==> config.mk <==
export PLATFORM = sky130hd
export DESIGN_NAME = bmp_stream_to_framebuffer_unit
export DESIGN_NICKNAME = d
export VERILOG_FILES = /design/src/hw/rtl/bmp_fb_pkg.sv /design/src/hw/rtl/bmp_fb_front.sv /design/src/hw/rtl/bmp_fb_queue.sv /design/src/hw/rtl/bmp_fb_back.sv /design/src/hw/rtl/bmp_stream_to_framebuffer_unit.sv
export SDC_FILE = /design/constraint.sdc
export NUM_CORES = 1
export LEC_CHECK = 0
export BUFFER_PORTS_ARGS = -buffer_cell sky130_fd_sc_hd__buf_2
export CAP_MARGIN = 20
export CORE_UTILIZATION = 30
export CTS_BUF_LIST = sky130_fd_sc_hd__clkbuf_16
export DETAILED_ROUTE_END_ITERATION = 7
export PLACE_DENSITY = 0.52
export SKIP_CTS_REPAIR_TIMING = 1
export SYNTH_ARGS = -nofsm -noshare
export SYNTH_HDL_FRONTEND = slang
export SYNTH_SLANG_ARGS = --single-unit
==> constraint.sdc <==
create_clock -name clock -period 22.4 [get_ports clock]
set_input_delay 4.48 -clock clock [delete_from_list [all_inputs] [get_ports clock]]
set_output_delay 4.48 -clock clock [all_outputs]
set_load 0.02 [all_outputs]
==> src/hw/rtl/bmp_fb_pkg.sv <==
`timescale 1ns / 1ps
// ----------------------------------------------------------------------------
// BMP framebuffer writer package
// Shared types and constants for the BMP byte parser and framebuffer writer.
// ----------------------------------------------------------------------------
package bmp_fb_pkg;

   // Screen coordinates reach at most 4095, framebuffer address is 19 bits
   localparam int COORD_W  = 12;
   localparam int ADDR_W   = 19;
   localparam int PROD_W   = 25;
   localparam int COLOR_W  = 32;
   localparam int CSR_IDX_W  = 1;
   localparam int CSR_DATA_W = 10;

   // Header byte offsets
   localparam logic [5:0] OFF_SIG0     = 6'h00;
   localparam logic [5:0] OFF_SIG1     = 6'h01;
   localparam logic [5:0] OFF_WIDTH    = 6'h12;
   localparam logic [5:0] OFF_HEIGHT   = 6'h16;
   localparam logic [5:0] OFF_DEPTH    = 6'h1C;
   localparam logic [5:0] OFF_DEPTH_HI = 6'h1D;
   localparam logic [5:0] OFF_SIZE     = 6'h20;
   localparam logic [5:0] OFF_LAST_HDR = 6'd53;

   localparam logic [7:0]  SIG_B  = 8'h42;
   localparam logic [7:0]  SIG_M  = 8'h4D;
   localparam logic [15:0] BPP_24 = 16'd24;
   localparam logic [15:0] BPP_32 = 16'd32;

   // Configuration register indexes
   localparam logic [CSR_IDX_W-1:0] CSR_ORIGIN_X = 1'b0;
   localparam logic [CSR_IDX_W-1:0] CSR_ORIGIN_Y = 1'b1;

   typedef enum logic [1:0] {
      MODE_HEADER = 2'd0,
      MODE_PIXEL  = 2'd1,
      MODE_PAD    = 2'd2,
      MODE_IDLE   = 2'd3
   } mode_type;

   typedef enum logic [1:0] {
      KIND_PIXEL     = 2'd0,
      KIND_BAD_SIG   = 2'd1,
      KIND_BAD_DEPTH = 2'd2,
      KIND_END       = 2'd3
   } kind_type;

   // One command from the parser to the writer
   typedef struct packed {
      kind_type             kind;
      logic [COORD_W-1:0]   x;
      logic [COORD_W-1:0]   y;
      logic [COLOR_W-1:0]   color;
      logic                 image_end;
   } cmd_type;

endpackage

==> src/hw/rtl/bmp_fb_front.sv <==
`timescale 1ns / 1ps
// ----------------------------------------------------------------------------
// BMP byte parser
// Walks the header, assembles pixels, tracks screen position and pushes one
// command per result into the command queue.
// ----------------------------------------------------------------------------
module bmp_fb_front
   import bmp_fb_pkg::*;
#(
   parameter int SCREEN_WIDTH  = 800,
   parameter int SCREEN_HEIGHT = 480
) (
   input  logic                  clock,
   input  logic                  reset,
   input  logic                  req_valid,
   output logic                  req_ready,
   input  logic [7:0]            req_data_byte,
   input  logic                  req_file_start,
   input  logic [9:0]            origin_x,
   input  logic [8:0]            origin_y,
   input  logic                  q_full,
   output logic                  q_push,
   output cmd_type               q_cmd
);

   mode_type     mode_ff, mode_in, mode_cur;
   logic [5:0]   off_ff, off_in, off_cur;
   logic [7:0]   sig_ff, sig_in;
   logic [31:0]  width_ff, width_in;
   logic [31:0]  height_ff, height_in;
   logic [7:0]   bpp_lo_ff, bpp_lo_in;
   logic         is32_ff, is32_in;
   logic [31:0]  mw_m1_ff, mw_m1_in;
   logic [31:0]  mh_m1_ff, mh_m1_in;
   logic [1:0]   pad_ff, pad_in;
   logic [23:0]  acc_ff, acc_in;
   logic [1:0]   bip_ff, bip_in;
   logic [31:0]  col_ff, col_in;
   logic [31:0]  row_ff, row_in;
   logic [1:0]   pad_left_ff, pad_left_in;
   logic [31:0]  x_ff, x_in;
   logic [31:0]  y_ff, y_in;
   logic [31:0]  x_start_ff, x_start_in;

   logic         accept;
   logic         hdr, sig_bad, depth_bad, hdr_last, img_empty;
   logic         pix, pix_done, col_end, row_last;
   logic         pad_mode, pad_done, row_finish, img_done, on_screen;
   logic [1:0]   last_lane, pad24;
   logic [15:0]  depth_word;
   logic [31:0]  x_first, y_first;

   // Decode the current byte
   assign req_ready  = !q_full;
   assign accept     = req_valid && req_ready;
   assign mode_cur   = req_file_start ? MODE_HEADER : mode_ff;
   assign off_cur    = req_file_start ? OFF_SIG0 : off_ff;

   assign hdr        = accept && (mode_cur == MODE_HEADER);
   assign sig_bad    = hdr && (off_cur == OFF_SIG1) &&
                       ((sig_ff != SIG_B) || (req_data_byte != SIG_M));
   assign depth_word = {req_data_byte, bpp_lo_ff};
   assign depth_bad  = hdr && (off_cur == OFF_DEPTH_HI) &&
                       (depth_word != BPP_24) && (depth_word != BPP_32);
   assign hdr_last   = hdr && (off_cur == OFF_LAST_HDR);
   assign img_empty  = (width_ff == '0) || (height_ff == '0);

   assign last_lane  = is32_ff ? 2'd3 : 2'd2;
   assign pix        = accept && (mode_cur == MODE_PIXEL);
   assign pix_done   = pix && (bip_ff == last_lane);
   assign col_end    = (col_ff == mw_m1_ff);
   assign row_last   = (row_ff == mh_m1_ff);
   assign pad_mode   = accept && (mode_cur == MODE_PAD);
   assign pad_done   = pad_mode && (pad_left_ff == 2'd1);
   assign row_finish = (pix_done && col_end && (pad_ff == 2'd0)) || pad_done;
   assign img_done   = row_finish && row_last;
   assign on_screen  = (x_ff < 32'(SCREEN_WIDTH)) && (y_ff < 32'(SCREEN_HEIGHT));

   // Row padding of a 24-bit image equals the low two bits of the width magnitude
   assign pad24   = width_ff[31] ? (~width_ff[1:0] + 2'd1) : width_ff[1:0];
   assign x_first = width_ff[31] ? (32'(origin_x) + mw_m1_ff) : 32'(origin_x);
   assign y_first = height_ff[31] ? 32'(origin_y) : (32'(origin_y) + mh_m1_ff);

   // Next parse mode
   always_comb begin
      mode_in = mode_ff;
      if (accept) begin
         case (mode_cur)
            MODE_HEADER: begin
               if (sig_bad || depth_bad) begin
                  mode_in = MODE_IDLE;
               end else if (hdr_last) begin
                  mode_in = img_empty ? MODE_IDLE : MODE_PIXEL;
               end else begin
                  mode_in = MODE_HEADER;
               end
            end
            MODE_PIXEL: begin
               if (pix_done && col_end) begin
                  if (pad_ff != 2'd0) begin
                     mode_in = MODE_PAD;
                  end else begin
                     mode_in = row_last ? MODE_IDLE : MODE_PIXEL;
                  end
               end else begin
                  mode_in = MODE_PIXEL;
               end
            end
            MODE_PAD: begin
               if (pad_done) begin
                  mode_in = row_last ? MODE_IDLE : MODE_PIXEL;
               end else begin
                  mode_in = MODE_PAD;
               end
            end
            default: mode_in = MODE_IDLE;
         endcase
      end
   end

   // Queue push and command contents
   always_comb begin
      q_push          = 1'b0;
      q_cmd           = '0;
      q_cmd.kind      = KIND_PIXEL;
      if (sig_bad) begin
         q_push     = 1'b1;
         q_cmd.kind = KIND_BAD_SIG;
      end else if (depth_bad) begin
         q_push     = 1'b1;
         q_cmd.kind = KIND_BAD_DEPTH;
      end else if (hdr_last && img_empty) begin
         q_push          = 1'b1;
         q_cmd.kind      = KIND_END;
         q_cmd.image_end = 1'b1;
      end else if (pix_done && on_screen) begin
         q_push          = 1'b1;
         q_cmd.kind      = KIND_PIXEL;
         q_cmd.x         = x_ff[COORD_W-1:0];
         q_cmd.y         = y_ff[COORD_W-1:0];
         q_cmd.color     = is32_ff ? {req_data_byte, acc_ff} :
                                     {8'h00, req_data_byte, acc_ff[15:0]};
         q_cmd.image_end = img_done;
      end else if (img_done) begin
         q_push          = 1'b1;
         q_cmd.kind      = KIND_END;
         q_cmd.image_end = 1'b1;
      end
   end

   // Header capture, pixel assembly and position tracking
   always_comb begin
      off_in      = off_ff;
      sig_in      = sig_ff;
      width_in    = width_ff;
      height_in   = height_ff;
      bpp_lo_in   = bpp_lo_ff;
      is32_in     = is32_ff;
      mw_m1_in    = mw_m1_ff;
      mh_m1_in    = mh_m1_ff;
      pad_in      = pad_ff;
      acc_in      = acc_ff;
      bip_in      = bip_ff;
      col_in      = col_ff;
      row_in      = row_ff;
      pad_left_in = pad_left_ff;
      x_in        = x_ff;
      y_in        = y_ff;
      x_start_in  = x_start_ff;

      if (hdr) begin
         if (!sig_bad && !depth_bad && !hdr_last) begin
            off_in = off_cur + 6'd1;
         end
         if (off_cur == OFF_SIG0) begin
            sig_in = req_data_byte;
         end
         for (int k = 0; k < 4; k++) begin
            if (off_cur == OFF_WIDTH + 6'(k)) begin
               width_in[8*k +: 8] = req_data_byte;
            end
            if (off_cur == OFF_HEIGHT + 6'(k)) begin
               height_in[8*k +: 8] = req_data_byte;
            end
         end
         if (off_cur == OFF_DEPTH) begin
            bpp_lo_in = req_data_byte;
         end
         if (off_cur == OFF_DEPTH_HI) begin
            is32_in = (depth_word == BPP_32);
         end
         // Magnitude minus one: bitwise invert for negative values
         if (off_cur == OFF_SIZE) begin
            mw_m1_in = width_ff[31] ? ~width_ff : (width_ff - 32'd1);
            mh_m1_in = height_ff[31] ? ~height_ff : (height_ff - 32'd1);
         end
         if (hdr_last) begin
            pad_in     = is32_ff ? 2'd0 : pad24;
            bip_in     = 2'd0;
            col_in     = '0;
            row_in     = '0;
            x_in       = x_first;
            x_start_in = x_first;
            y_in       = y_first;
         end
      end

      // Collect pixel bytes, then step the column
      if (pix) begin
         if (!pix_done) begin
            acc_in[8*bip_ff +: 8] = req_data_byte;
            bip_in                = bip_ff + 2'd1;
         end else begin
            bip_in = 2'd0;
            if (col_end) begin
               col_in = '0;
               x_in   = x_start_ff;
               if (pad_ff != 2'd0) begin
                  pad_left_in = pad_ff;
               end
            end else begin
               col_in = col_ff + 32'd1;
               x_in   = width_ff[31] ? (x_ff - 32'd1) : (x_ff + 32'd1);
            end
         end
      end

      if (pad_mode) begin
         pad_left_in = pad_left_ff - 2'd1;
      end

      // Advance to the next row
      if (row_finish && !row_last) begin
         row_in = row_ff + 32'd1;
         y_in   = height_ff[31] ? (y_ff + 32'd1) : (y_ff - 32'd1);
      end
   end

   // Control registers
   always_ff @(posedge clock) begin
      if (reset) begin
         mode_ff     <= MODE_HEADER;
         off_ff      <= OFF_SIG0;
         bip_ff      <= 2'd0;
         col_ff      <= '0;
         row_ff      <= '0;
         pad_left_ff <= 2'd0;
      end else begin
         mode_ff     <= mode_in;
         off_ff      <= off_in;
         bip_ff      <= bip_in;
         col_ff      <= col_in;
         row_ff      <= row_in;
         pad_left_ff <= pad_left_in;
      end
   end

   // Header and pixel data registers
   always_ff @(posedge clock) begin
      sig_ff     <= sig_in;
      width_ff   <= width_in;
      height_ff  <= height_in;
      bpp_lo_ff  <= bpp_lo_in;
      is32_ff    <= is32_in;
      mw_m1_ff   <= mw_m1_in;
      mh_m1_ff   <= mh_m1_in;
      pad_ff     <= pad_in;
      acc_ff     <= acc_in;
      x_ff       <= x_in;
      y_ff       <= y_in;
      x_start_ff <= x_start_in;
   end

   a_pad_nonzero: assert property (@(posedge clock) disable iff (reset)
      (mode_ff == MODE_PAD) |-> (pad_left_ff != 2'd0))
      else $error("pad mode entered with no padding left");

   a_push_on_accept: assert property (@(posedge clock) disable iff (reset)
      q_push |-> (req_valid && req_ready))
      else $error("command pushed without an accepted byte");

endmodule

==> src/hw/rtl/bmp_fb_queue.sv <==
`timescale 1ns / 1ps
// ----------------------------------------------------------------------------
// BMP command queue
// Short FIFO of parser commands between the parser and the writer.
// ----------------------------------------------------------------------------
module bmp_fb_queue
   import bmp_fb_pkg::*;
#(
   parameter int DEPTH = 4
) (
   input  logic     clock,
   input  logic     reset,
   input  logic     push,
   input  cmd_type  push_cmd,
   output logic     full,
   input  logic     pop,
   output logic     head_valid,
   output cmd_type  head_cmd
);

   localparam int AW = (DEPTH > 1) ? $clog2(DEPTH) : 1;
   localparam int CW = $clog2(DEPTH + 1);

   cmd_type         slot_ff [DEPTH];
   logic [AW-1:0]   wr_ptr_ff, wr_ptr_in;
   logic [AW-1:0]   rd_ptr_ff, rd_ptr_in;
   logic [CW-1:0]   count_ff, count_in;
   logic            do_push, do_pop;

   assign full       = (count_ff == CW'(DEPTH));
   assign head_valid = (count_ff != '0);
   assign head_cmd   = slot_ff[rd_ptr_ff];
   assign do_push    = push && !full;
   assign do_pop     = pop && head_valid;

   // Advance pointers and count
   always_comb begin
      wr_ptr_in = wr_ptr_ff;
      rd_ptr_in = rd_ptr_ff;
      count_in  = count_ff;
      if (do_push) begin
         wr_ptr_in = (wr_ptr_ff == AW'(DEPTH - 1)) ? '0 : (wr_ptr_ff + AW'(1));
      end
      if (do_pop) begin
         rd_ptr_in = (rd_ptr_ff == AW'(DEPTH - 1)) ? '0 : (rd_ptr_ff + AW'(1));
      end
      if (do_push && !do_pop) begin
         count_in = count_ff + CW'(1);
      end else if (do_pop && !do_push) begin
         count_in = count_ff - CW'(1);
      end
   end

   always_ff @(posedge clock) begin
      if (reset) begin
         wr_ptr_ff <= '0;
         rd_ptr_ff <= '0;
         count_ff  <= '0;
      end else begin
         wr_ptr_ff <= wr_ptr_in;
         rd_ptr_ff <= rd_ptr_in;
         count_ff  <= count_in;
      end
   end

   // Store the pushed command
   always_ff @(posedge clock) begin
      if (do_push) begin
         slot_ff[wr_ptr_ff] <= push_cmd;
      end
   end

   a_no_overflow: assert property (@(posedge clock) disable iff (reset)
      full |-> !push)
      else $error("command pushed into a full queue");

   a_count_bound: assert property (@(posedge clock) disable iff (reset)
      (count_ff <= CW'(DEPTH)))
      else $error("queue count beyond depth");

endmodule

==> src/hw/rtl/bmp_fb_back.sv <==
`timescale 1ns / 1ps
// ----------------------------------------------------------------------------
// BMP framebuffer writer
// Turns queued commands into result beats, computing row * width + column.
// ----------------------------------------------------------------------------
module bmp_fb_back
   import bmp_fb_pkg::*;
#(
   parameter int SCREEN_WIDTH = 800
) (
   input  logic                 clock,
   input  logic                 reset,
   input  logic                 head_valid,
   input  cmd_type              head_cmd,
   output logic                 pop,
   output logic                 rsp_valid,
   input  logic                 rsp_ready,
   output logic [1:0]           rsp_kind,
   output logic [ADDR_W-1:0]    rsp_pixel_address,
   output logic [COLOR_W-1:0]   rsp_pixel_color,
   output logic                 rsp_image_end
);

   logic                 rsp_valid_ff, rsp_valid_in;
   kind_type             kind_ff;
   logic [ADDR_W-1:0]    addr_ff, addr_in;
   logic [COLOR_W-1:0]   color_ff;
   logic                 end_ff;
   logic [PROD_W-1:0]    prod;

   // Take a command whenever the output register is empty or draining
   assign pop = head_valid && (!rsp_valid_ff || rsp_ready);

   // Framebuffer address
   assign prod    = PROD_W'(head_cmd.y) * PROD_W'(SCREEN_WIDTH) + PROD_W'(head_cmd.x);
   assign addr_in = (head_cmd.kind == KIND_PIXEL) ? prod[ADDR_W-1:0] : '0;

   always_comb begin
      rsp_valid_in = rsp_valid_ff;
      if (pop) begin
         rsp_valid_in = 1'b1;
      end else if (rsp_ready) begin
         rsp_valid_in = 1'b0;
      end
   end

   always_ff @(posedge clock) begin
      if (reset) begin
         rsp_valid_ff <= 1'b0;
      end else begin
         rsp_valid_ff <= rsp_valid_in;
      end
   end

   // Load the output beat
   always_ff @(posedge clock) begin
      if (pop) begin
         kind_ff  <= head_cmd.kind;
         addr_ff  <= addr_in;
         color_ff <= head_cmd.color;
         end_ff   <= head_cmd.image_end;
      end
   end

   assign rsp_valid         = rsp_valid_ff;
   assign rsp_kind          = kind_ff;
   assign rsp_pixel_address = addr_ff;
   assign rsp_pixel_color   = color_ff;
   assign rsp_image_end     = end_ff;

   a_marker_clean: assert property (@(posedge clock) disable iff (reset)
      (rsp_valid_ff && (kind_ff != KIND_PIXEL)) |-> ((addr_ff == '0) && (color_ff == '0)))
      else $error("non-pixel beat carries address or color");

endmodule

==> src/hw/rtl/bmp_stream_to_framebuffer_unit.sv <==
`timescale 1ns / 1ps
// ----------------------------------------------------------------------------
// BMP stream to framebuffer unit
// Parses a 24/32-bit BMP byte stream and emits framebuffer pixel writes.
// ----------------------------------------------------------------------------
//  Channel | Ports                                        | Direction
//  --------+----------------------------------------------+----------
//  req     | req_valid/ready, req_data_byte, file_start   | in
//  rsp     | rsp_valid/ready, kind, pixel_address/color,  | out
//          | image_end                                    |
//  csr     | csr_valid/ready, csr_index, csr_wdata        | in
//
//  One byte per cycle is taken while the command queue has room; the parser
//  handles each byte in the cycle it is accepted and pushes at most one
//  command, which is stored in the queue; the writer loads the queue head
//  into its output register (row * width + column) when empty or draining.
//  Synchronous reset; no clearing pass, the unit is ready right after reset.
//  req_ready drops only while the command queue is full.
// ----------------------------------------------------------------------------
module bmp_stream_to_framebuffer_unit
   import bmp_fb_pkg::*;
#(
   parameter int SCREEN_WIDTH  = 800,
   parameter int SCREEN_HEIGHT = 480,
   parameter int QUEUE_DEPTH   = 4
) (
   input  logic                    clock,
   input  logic                    reset,
   input  logic                    req_valid,
   output logic                    req_ready,
   input  logic [7:0]              req_data_byte,
   input  logic                    req_file_start,
   output logic                    rsp_valid,
   input  logic                    rsp_ready,
   output logic [1:0]              rsp_kind,
   output logic [ADDR_W-1:0]       rsp_pixel_address,
   output logic [COLOR_W-1:0]      rsp_pixel_color,
   output logic                    rsp_image_end,
   input  logic                    csr_valid,
   output logic                    csr_ready,
   input  logic [CSR_IDX_W-1:0]    csr_index,
   input  logic [CSR_DATA_W-1:0]   csr_wdata
);

   logic [9:0]   origin_x_ff, origin_x_in;
   logic [8:0]   origin_y_ff, origin_y_in;
   logic         q_full, q_push, q_pop, q_head_valid;
   cmd_type      q_cmd, q_head_cmd;

   // Configuration writes
   assign csr_ready = 1'b1;

   always_comb begin
      origin_x_in = origin_x_ff;
      origin_y_in = origin_y_ff;
      if (csr_valid) begin
         case (csr_index)
            CSR_ORIGIN_X: origin_x_in = csr_wdata[9:0];
            CSR_ORIGIN_Y: origin_y_in = csr_wdata[8:0];
            default: ;
         endcase
      end
   end

   always_ff @(posedge clock) begin
      if (reset) begin
         origin_x_ff <= '0;
         origin_y_ff <= '0;
      end else begin
         origin_x_ff <= origin_x_in;
         origin_y_ff <= origin_y_in;
      end
   end

   bmp_fb_front #(
      .SCREEN_WIDTH  (SCREEN_WIDTH),
      .SCREEN_HEIGHT (SCREEN_HEIGHT)
   ) u_front (
      .clock          (clock),
      .reset          (reset),
      .req_valid      (req_valid),
      .req_ready      (req_ready),
      .req_data_byte  (req_data_byte),
      .req_file_start (req_file_start),
      .origin_x       (origin_x_ff),
      .origin_y       (origin_y_ff),
      .q_full         (q_full),
      .q_push         (q_push),
      .q_cmd          (q_cmd)
   );

   bmp_fb_queue #(
      .DEPTH (QUEUE_DEPTH)
   ) u_queue (
      .clock      (clock),
      .reset      (reset),
      .push       (q_push),
      .push_cmd   (q_cmd),
      .full       (q_full),
      .pop        (q_pop),
      .head_valid (q_head_valid),
      .head_cmd   (q_head_cmd)
   );

   bmp_fb_back #(
      .SCREEN_WIDTH (SCREEN_WIDTH)
   ) u_back (
      .clock             (clock),
      .reset             (reset),
      .head_valid        (q_head_valid),
      .head_cmd          (q_head_cmd),
      .pop               (q_pop),
      .rsp_valid         (rsp_valid),
      .rsp_ready         (rsp_ready),
      .rsp_kind          (rsp_kind),
      .rsp_pixel_address (rsp_pixel_address),
      .rsp_pixel_color   (rsp_pixel_color),
      .rsp_image_end     (rsp_image_end)
   );

endmodule

Word level (Yosys, flattened, before mapping)
Memories as Yosys holds them, arrays and structs flattened. A register that Yosys moved wholly into a read port is not among the register bits.
Index checks and enable logic that the tools add are counted.
{"block": "totals", "ram_bits": 236, "ff_bits": 424, "wordCells": 240, "mem_count": 1, "in_bits": 25, "output_inout_bits": 57}
{"block": "classes", "n_lt_le_gt_ge": 2, "shifts": 2, "n_bitwise": 5, "mul": 1, "reduce_logical": 77, "addsub": 20, "n_eq_ne": 27, "mux": 71}
{"memory": "u_queue.slot_ff", "words": 4, "word_bits": 59, "rd": 1, "rd_ports_with_merged_regs": 1, "write_ports": 1, "line_no": "bmp_fb_queue.sv:24", "text": "cmd_type slot_ff [DEPTH];"}
{"cell": "$mux 32", "n": 23}
{"cell": "$add 32x1->32 const B", "n": 4}
{"cell": "$sub 32x1->32 const B", "n": 4}
{"cell": "$mux 57", "n": 2}
{"cell": "$mux 56", "n": 2}
{"cell": "$eq 32x32->1", "n": 2}
{"cell": "$logic_not 32->1", "n": 2}
{"cell": "$not 32->32", "n": 2}
{"cell": "$eq 6x5->1 const B", "n": 10}
{"cell": "$mux 2", "n": 27}
{"cell": "$reduce_and 2->1", "n": 19}
{"cell": "$neg 5->34", "n": 1}
{"cell": "$shift 8x34->24 const A", "n": 1}
{"cell": "$shiftx 8x34->24", "n": 1}
{"cell": "$add 10x32->32", "n": 1}
{"cell": "$add 9x32->32", "n": 1}
{"cell": "$lt 32x10->1 const B", "n": 1}
{"cell": "$lt 32x9->1 const B", "n": 1}
{"cell": "$logic_and 1x1->1", "n": 26}
{"cell": "$bwmux 24", "n": 1}
{"cell": "$reduce_bool 2->1", "n": 11}
{"cell": "$add 19x12->19", "n": 1}
{"cell": "$eq 16x6->1 const B", "n": 1}
{"cell": "$ne 16x5->1 const B", "n": 1}
{"cell": "26 further kinds", "n": 60}

Logic depth before layout (Yosys ltp)
{"block": "logic_depth", "word_depth": 19, "mapped_depth": 18, "depth_no_buf": 15}

By module
Synthesis repeated with hierarchy kept, for this count alone.
{"block": "hier_totals", "cells_unflattened": 2831, "area_unflattened_um2": 33910.0}
{"module": "bmp_fb_front", "area_per_inst_um2": 21032.7, "cells_each": 2161, "seq_area_each_um2": 9218.8, "n_inst": 1}
{"module": "bmp_fb_queue", "area_per_inst_um2": 8998.6, "cells_each": 359, "seq_area_each_um2": 7267.0, "n_inst": 1}
{"module": "bmp_fb_back", "area_per_inst_um2": 3039.2, "cells_each": 233, "seq_area_each_um2": 1641.6, "n_inst": 1}
{"module": "bmp_stream_to_framebuffer_unit", "area_per_inst_um2": 839.6, "cells_each": 78, "seq_area_each_um2": 380.4, "n_inst": 1}

Worst setup path after synthesis
OpenSTA, ideal clock, no wires.
{"block": "synth_timing", "path_kind": "input to register", "from": "input req_file_start", "to": "register u_front.mh_m1_ff[0] (enable)", "stages": 6, "setup_time_ps": 667, "path_buffers": 2, "t_arrival_ps": 11822, "setup_slack_ps": 9911, "path_cell_list": "buf_6 clkbuf_1 nand2b_1 ha_1 nand2_1 nor4b_1"}
{"block": "synth_via", "elab_chain_cells": 4, "elab_cells_between_ends": 6, "cone_classes": "eq/ne: 1; mux: 2; reduce/logical: 3"}
{"item": "start: declaration", "line_no": "bmp_stream_to_framebuffer_unit.sv:32", "text": "input logic req_file_start,"}
{"item": "branches (longest 3 deep; another with $mux 6)"}
{"item": "$reduce_and 2->1 (no source line) (*)"}
{"item": "end signal: assignment", "line_no": "bmp_fb_front.sv:266", "text": "mh_m1_ff <= mh_m1_in;"}
{"item": "end: declaration", "line_no": "bmp_fb_front.sv:34", "text": "logic [31:0] mh_m1_ff, mh_m1_in;"}
Mark *: on every way between the ends.
A chain may end at the register's enable or synchronous reset.

Worst setup path in the final report
{"block": "layout_timing", "from": "input req_file_start", "to": "register u_queue.count_ff[2]"}
{"block": "layout_via", "elab_chain_cells": 17, "elab_cells_between_ends": 36, "cone_classes": "eq/ne: 5; mux: 8; reduce/logical: 23"}
{"item": "$mux 2", "line_no": "bmp_fb_front.sv:56", "text": "assign mode_cur = req_file_start ? MODE_HEADER : mode_ff;"}
{"item": "$eq 2x1->1", "line_no": "bmp_fb_front.sv:69", "text": "assign pix = accept && (mode_cur == MODE_PIXEL);"}
{"item": "$logic_and 1x1->1", "line_no": "bmp_fb_front.sv:69"}
{"item": "$logic_and 1x1->1", "line_no": "bmp_fb_front.sv:70", "text": "assign pix_done = pix && (bip_ff == last_lane);"}
{"item": "$logic_and 1x1->1 (2 in a row)", "line_no": "bmp_fb_front.sv:75", "text": "assign row_finish = (pix_done && col_end && (pad_ff == 2'd0)) || pad_done;"}
{"item": "$logic_or 1x1->1", "line_no": "bmp_fb_front.sv:75"}
{"item": "$logic_and 1x1->1", "line_no": "bmp_fb_front.sv:76", "text": "assign img_done = row_finish && row_last;"}
{"item": "$mux 1", "line_no": "bmp_fb_front.sv:144", "text": "end else if (img_done) begin"}
{"item": "$mux 1", "line_no": "bmp_fb_front.sv:136", "text": "end else if (pix_done && on_screen) begin"}
{"item": "$mux 1", "line_no": "bmp_fb_front.sv:132", "text": "end else if (hdr_last && img_empty) begin"}
{"item": "$mux 1", "line_no": "bmp_fb_front.sv:129", "text": "end else if (depth_bad) begin"}
{"item": "$mux 1 (*)", "line_no": "bmp_fb_front.sv:126", "text": "if (sig_bad) begin"}
{"item": "$logic_and 1x1->1 (*)", "line_no": "bmp_fb_queue.sv:33", "text": "assign do_push = push && !full;"}
{"item": "named net u_queue.do_push", "line_no": "bmp_fb_queue.sv:28", "text": "logic do_push, do_pop;"}
{"item": "$logic_not 1->1", "line_no": "bmp_fb_queue.sv:49", "text": "end else if (do_pop && !do_push) begin"}
{"item": "$logic_and 1x1->1", "line_no": "bmp_fb_queue.sv:49"}
{"item": "$reduce_bool 2->1 (no source line)"}
{"item": "end signal: assignment", "line_no": "bmp_fb_queue.sv:62", "text": "count_ff <= count_in;"}
{"item": "end: declaration", "line_no": "bmp_fb_queue.sv:27", "text": "logic [CW-1:0] count_ff, count_in;"}
Mark *: on every way through the listed nets, which the timed path passes. The rest lies on a longest branch.

==> metrics.md <==
| Metric | Value |
|---|---|
| Highest attainable clock frequency | 130 MHz |
| Warning count from the yosys run | 0 |
| Data arrival time of the worst path | slightly above 8 ns |
| Setup-failing EPs final | 0 |
| Floorplan die area | 0.113 sq mm |
| Outcome | complete, no violations |
| Maximum vdd ir drop | ~0.08 mV |
| Non-Filler Cell Area, Final | 0.0379 sq mm |
| Pins Over Slew Limit | 0 |
| Critical Path Fanout Max | 18 |
| Signed area change from the synthesized netlist to the final layout | 13.5% |
| TritonCTS clock tree | built |
| Clock Root Buffer | clkbuf_16 |
| Total Wirelength | 86.2 mm |
| Unrepaired setup endpoints after global routing | no |
| Largest cells by area after synthesis | edfxtp_1 47%, dfxtp_1 8.2%, ha_1 5.1%, mux4_2 4.0%, xnor2_1 3.7% |
| Hold Fails Final Rpt | 0 |
| Fin Clk Skew | ~0.024 ns |
| Die Ht | 336 um |
| Global routing met1 resource utilization | around a fifth |
| Wire length of the first global-routing pass | between 100 and 150 mm |
| Number of global-route vias before repair | 21600 |
| Number of max-cap violations | 0 |
| Buf+Inv Stages, Crit Path | 2 |
| Count of different cell masters after synthesis | 84 |
| Async set-or-reset flop fraction in the synthesized netlist | 0% |
| Type of the worst setup path | in2reg |
| Core region area | ~0.11 sq mm |
| Number of vias in the routed layout | around 22000 |
| DRT antenna net count | 0 |
| EDFF count, synth | between 500 and 600 |
| GRT busiest layer | met2 |
| Min cycle time layout | 7.71 ns |
| Clock transition at path regs | around 0.06 ns |
| Initial drt markers | about 1600 |
| Clock insertion delay at the later pin of the skew report | roughly 0.63 ns |
| Biggest cell delay along the critical path | ~0.65 ns |
| Number of register bits inferred by synthesis | about 660 |
| Clock buffers created by TritonCTS | 73 |
| Fraction of the yosys area taken by sequential cells | 55.4% |
| Count of H-tree levels built during CTS | 3 |
| Leakage power | 13.4 nW |
| Final global-route overflow total | 0 |
| Crit share post-route | 34.4% |
| Maximum number of pins on one net before global-route repair | 60 |
| Commonest non-fill, non-tap cell in the layout | edfxtp_1 |
| Slowest stage cell on the critical path | or4_4 |
| Req. time, crit path | around 23 ns |
| Count of TritonRoute iterations in the first routing pass | 5 |
| Final hold slack | slightly below 0.5 ns |
| Path type of the worst min-delay path | reg2reg |
| Cell area after synthesis | around 0.033 sq mm |
| Effective utilization at floorplan | a little under a third |
| Most frequently used flop master after synthesis | edfxtp_1 |
| DRC errors left | 0 |
| Initial antenna violation count | 2 |
| Normalized max-slew margin | around 25% |
| Dominant delay contributor by cell family on the critical path | simple AND/OR/NAND/NOR gates |
| Met3 layer usage reported by global route | 2.73% |
| Routability-driven placement congestion ratio | between 0.8 and 0.9 |
| Total half-perimeter wirelength after legalization and detailed placement | between 50 and 60 mm |
| Cells traversed along the worst timing path | buf_2 > or3b_4 > nor3b_4 > nand3_4 > or4_4 > a21o_1 > nand4b_1 > ha_1 > inv_1 > fa_1 > xor2_1 > or3_1 > a21oi_1 |
| Placed inst area | ~0.036 sq mm |
| Highest-count cells in the layout ignoring fill and taps | 525 x edfxtp_1, 206 x nor2_1, 205 x a21oi_1 |
| GRT Total Usage | 15.2% |
| Number of nets in the finished design | about 3100 |
| Layout cells sized above 1 | 10.9% |
| Ratio of routed vias to standard cells | 4.96 |
| Global routing met2 resource utilization | roughly a quarter |
| Total power divided by cell area | roughly 95 mW/mm^2 |
| Share of the synthesized area in the top cell type | a little under half |
| Final setup TNS | 0 ns |
| Clock tree buffer depth | 3 |
| Setup crit start kind | input pin |
| Chip Width | 336 um |
| Count of input and output buffers | 80 |
| Cell count after synthesis | 2829 |
| Average wire per cell in the routed design | roughly 19 um |
| Core Rows | ~120 |
| Synthesized area per cell | around 12 sq um |
| Slew at the pin closest to its max-slew limit | ~1.1 ns |
| Cell type contributing the most total cell area after synthesis | edfxtp_1 |
| Worst setup EP type | register |
| Sum of internal, switching and leakage power | approximately 3.6 mW |
| Clock sink total | around 660 |
| Ports placed on the boundary | 82 |
final timing paths:
kind              cells after the start            from                      endpoint  slack, ns
setup / recovery                     13  req_file_start           u_queue.count_ff[2]      14.69
hold / removal                        2  origin_x_ff[2]                origin_x_ff[2]       0.48
setup reg to reg                     14        register  u_back.rsp_pixel_address[18]      17.09
hold reg to reg                       2  origin_x_ff[2]                origin_x_ff[2]       0.48
worst register-to-register path, delay by kind of cell (launching register included):
family	cells	cell delay (ns)
adders and majority gates	5	1.77
muxes	2	0.92
buffers and inverters	1	0.72
DFF	1	0.60
and+or+nand+nor	3	0.51
AOI/OAI and AO/OA	2	0.37
xor gates and xnor gates	1	0.17
sequential cells by signal, indices dropped and copies added, names as in the netlist, 8 cells and up, named ones only:
register	flops
u_queue.slot_ff	236
u_back.rsp_pixel_color	32
u_front.col_ff	32
u_front.height_ff	32
u_front.mh_m1_ff	32
u_front.mw_m1_ff	32
u_front.row_ff	32
u_front.width_ff	32
u_front.x_ff	32
u_front.x_start_ff	32
u_front.y_ff	32
u_front.acc_ff	24
u_back.rsp_pixel_address	19
origin_x_ff	10
origin_y_ff	9
u_front.bpp_lo_ff	8
u_front.sig_ff	8
routing by layer:
metal / vias to the layer above / wire length [um]
li1: 10800 / -
met1: 10900 / 41600
met2: 417 / 38300
met3: 124 / 3800
met4: 0 / 2490
met5: - / 0
cells by family (layout without fill, tap and decap cells):
logic type	count (synthesis)	after routing	synth area share [%]
xor+xnor	238	238	6.24
buf+inv	203	348	2.32
simple gates	885	885	13.7
fa+ha+maj	149	149	5.88
mux	108	108	5.51
flops	662	662	55.4
other cells	2	23	0.0225
compound gates	582	582	10.9
area by class of cell:
type	instances	area (sq um)
clock buffers	76	1900
diodes	2	5.00
flip-flops and latches	662	18500
fillers	11000	72600
inverters	103	387
clock inverters	59	373
well taps	1488	1860
repair buffers	110	629
multi-input cells	1983	14200
per-stage QoR:
stage	util, %	instances	worst slack, ns
after CTS	34.3	4479	14.73
after global placement	32.2	4344	14.11
after floorplan	-	2848	9.91
after global routing	34.3	4481	14.51
final	34.3	4483	14.69
after detailed placement	32.2	4344	14.06
report_power, final:
part | leakage [nW] | switching (mW) | internal (mW)
Sequential | 5.86 | 0.0342 | 1.43
Combinational | 6.37 | 0.567 | 0.412
Clock | 1.18 | 0.500 | 0.652
Total | 13.4 | 1.10 | 2.49
Yosys cell counts (12+ instances only):
library cell	instances
edfxtp_1	525
nor2_1	208
a21oi_1	206
nand2_1	176
xnor2_1	140
dfxtp_1	137
ha_1	136
o21ai_0	109
inv_1	102
xor2_1	98
clkbuf_1	81
and2_1	79
nand3_1	71
nor3_1	69
and3_1	63
mux4_2	59
a21o_1	47
o22ai_1	38
mux2i_1	34
nand4_1	32
nor4_1	31
or3_1	30
nor2b_1	26
a31oi_1	24
nand2b_1	23
o21a_1	21
buf_1	16
o211ai_1	15
fa_1	13
nor3b_1	13
mux2_2	12
or4_1	12
No activity file was read; power rests on OpenSTA's default activity.
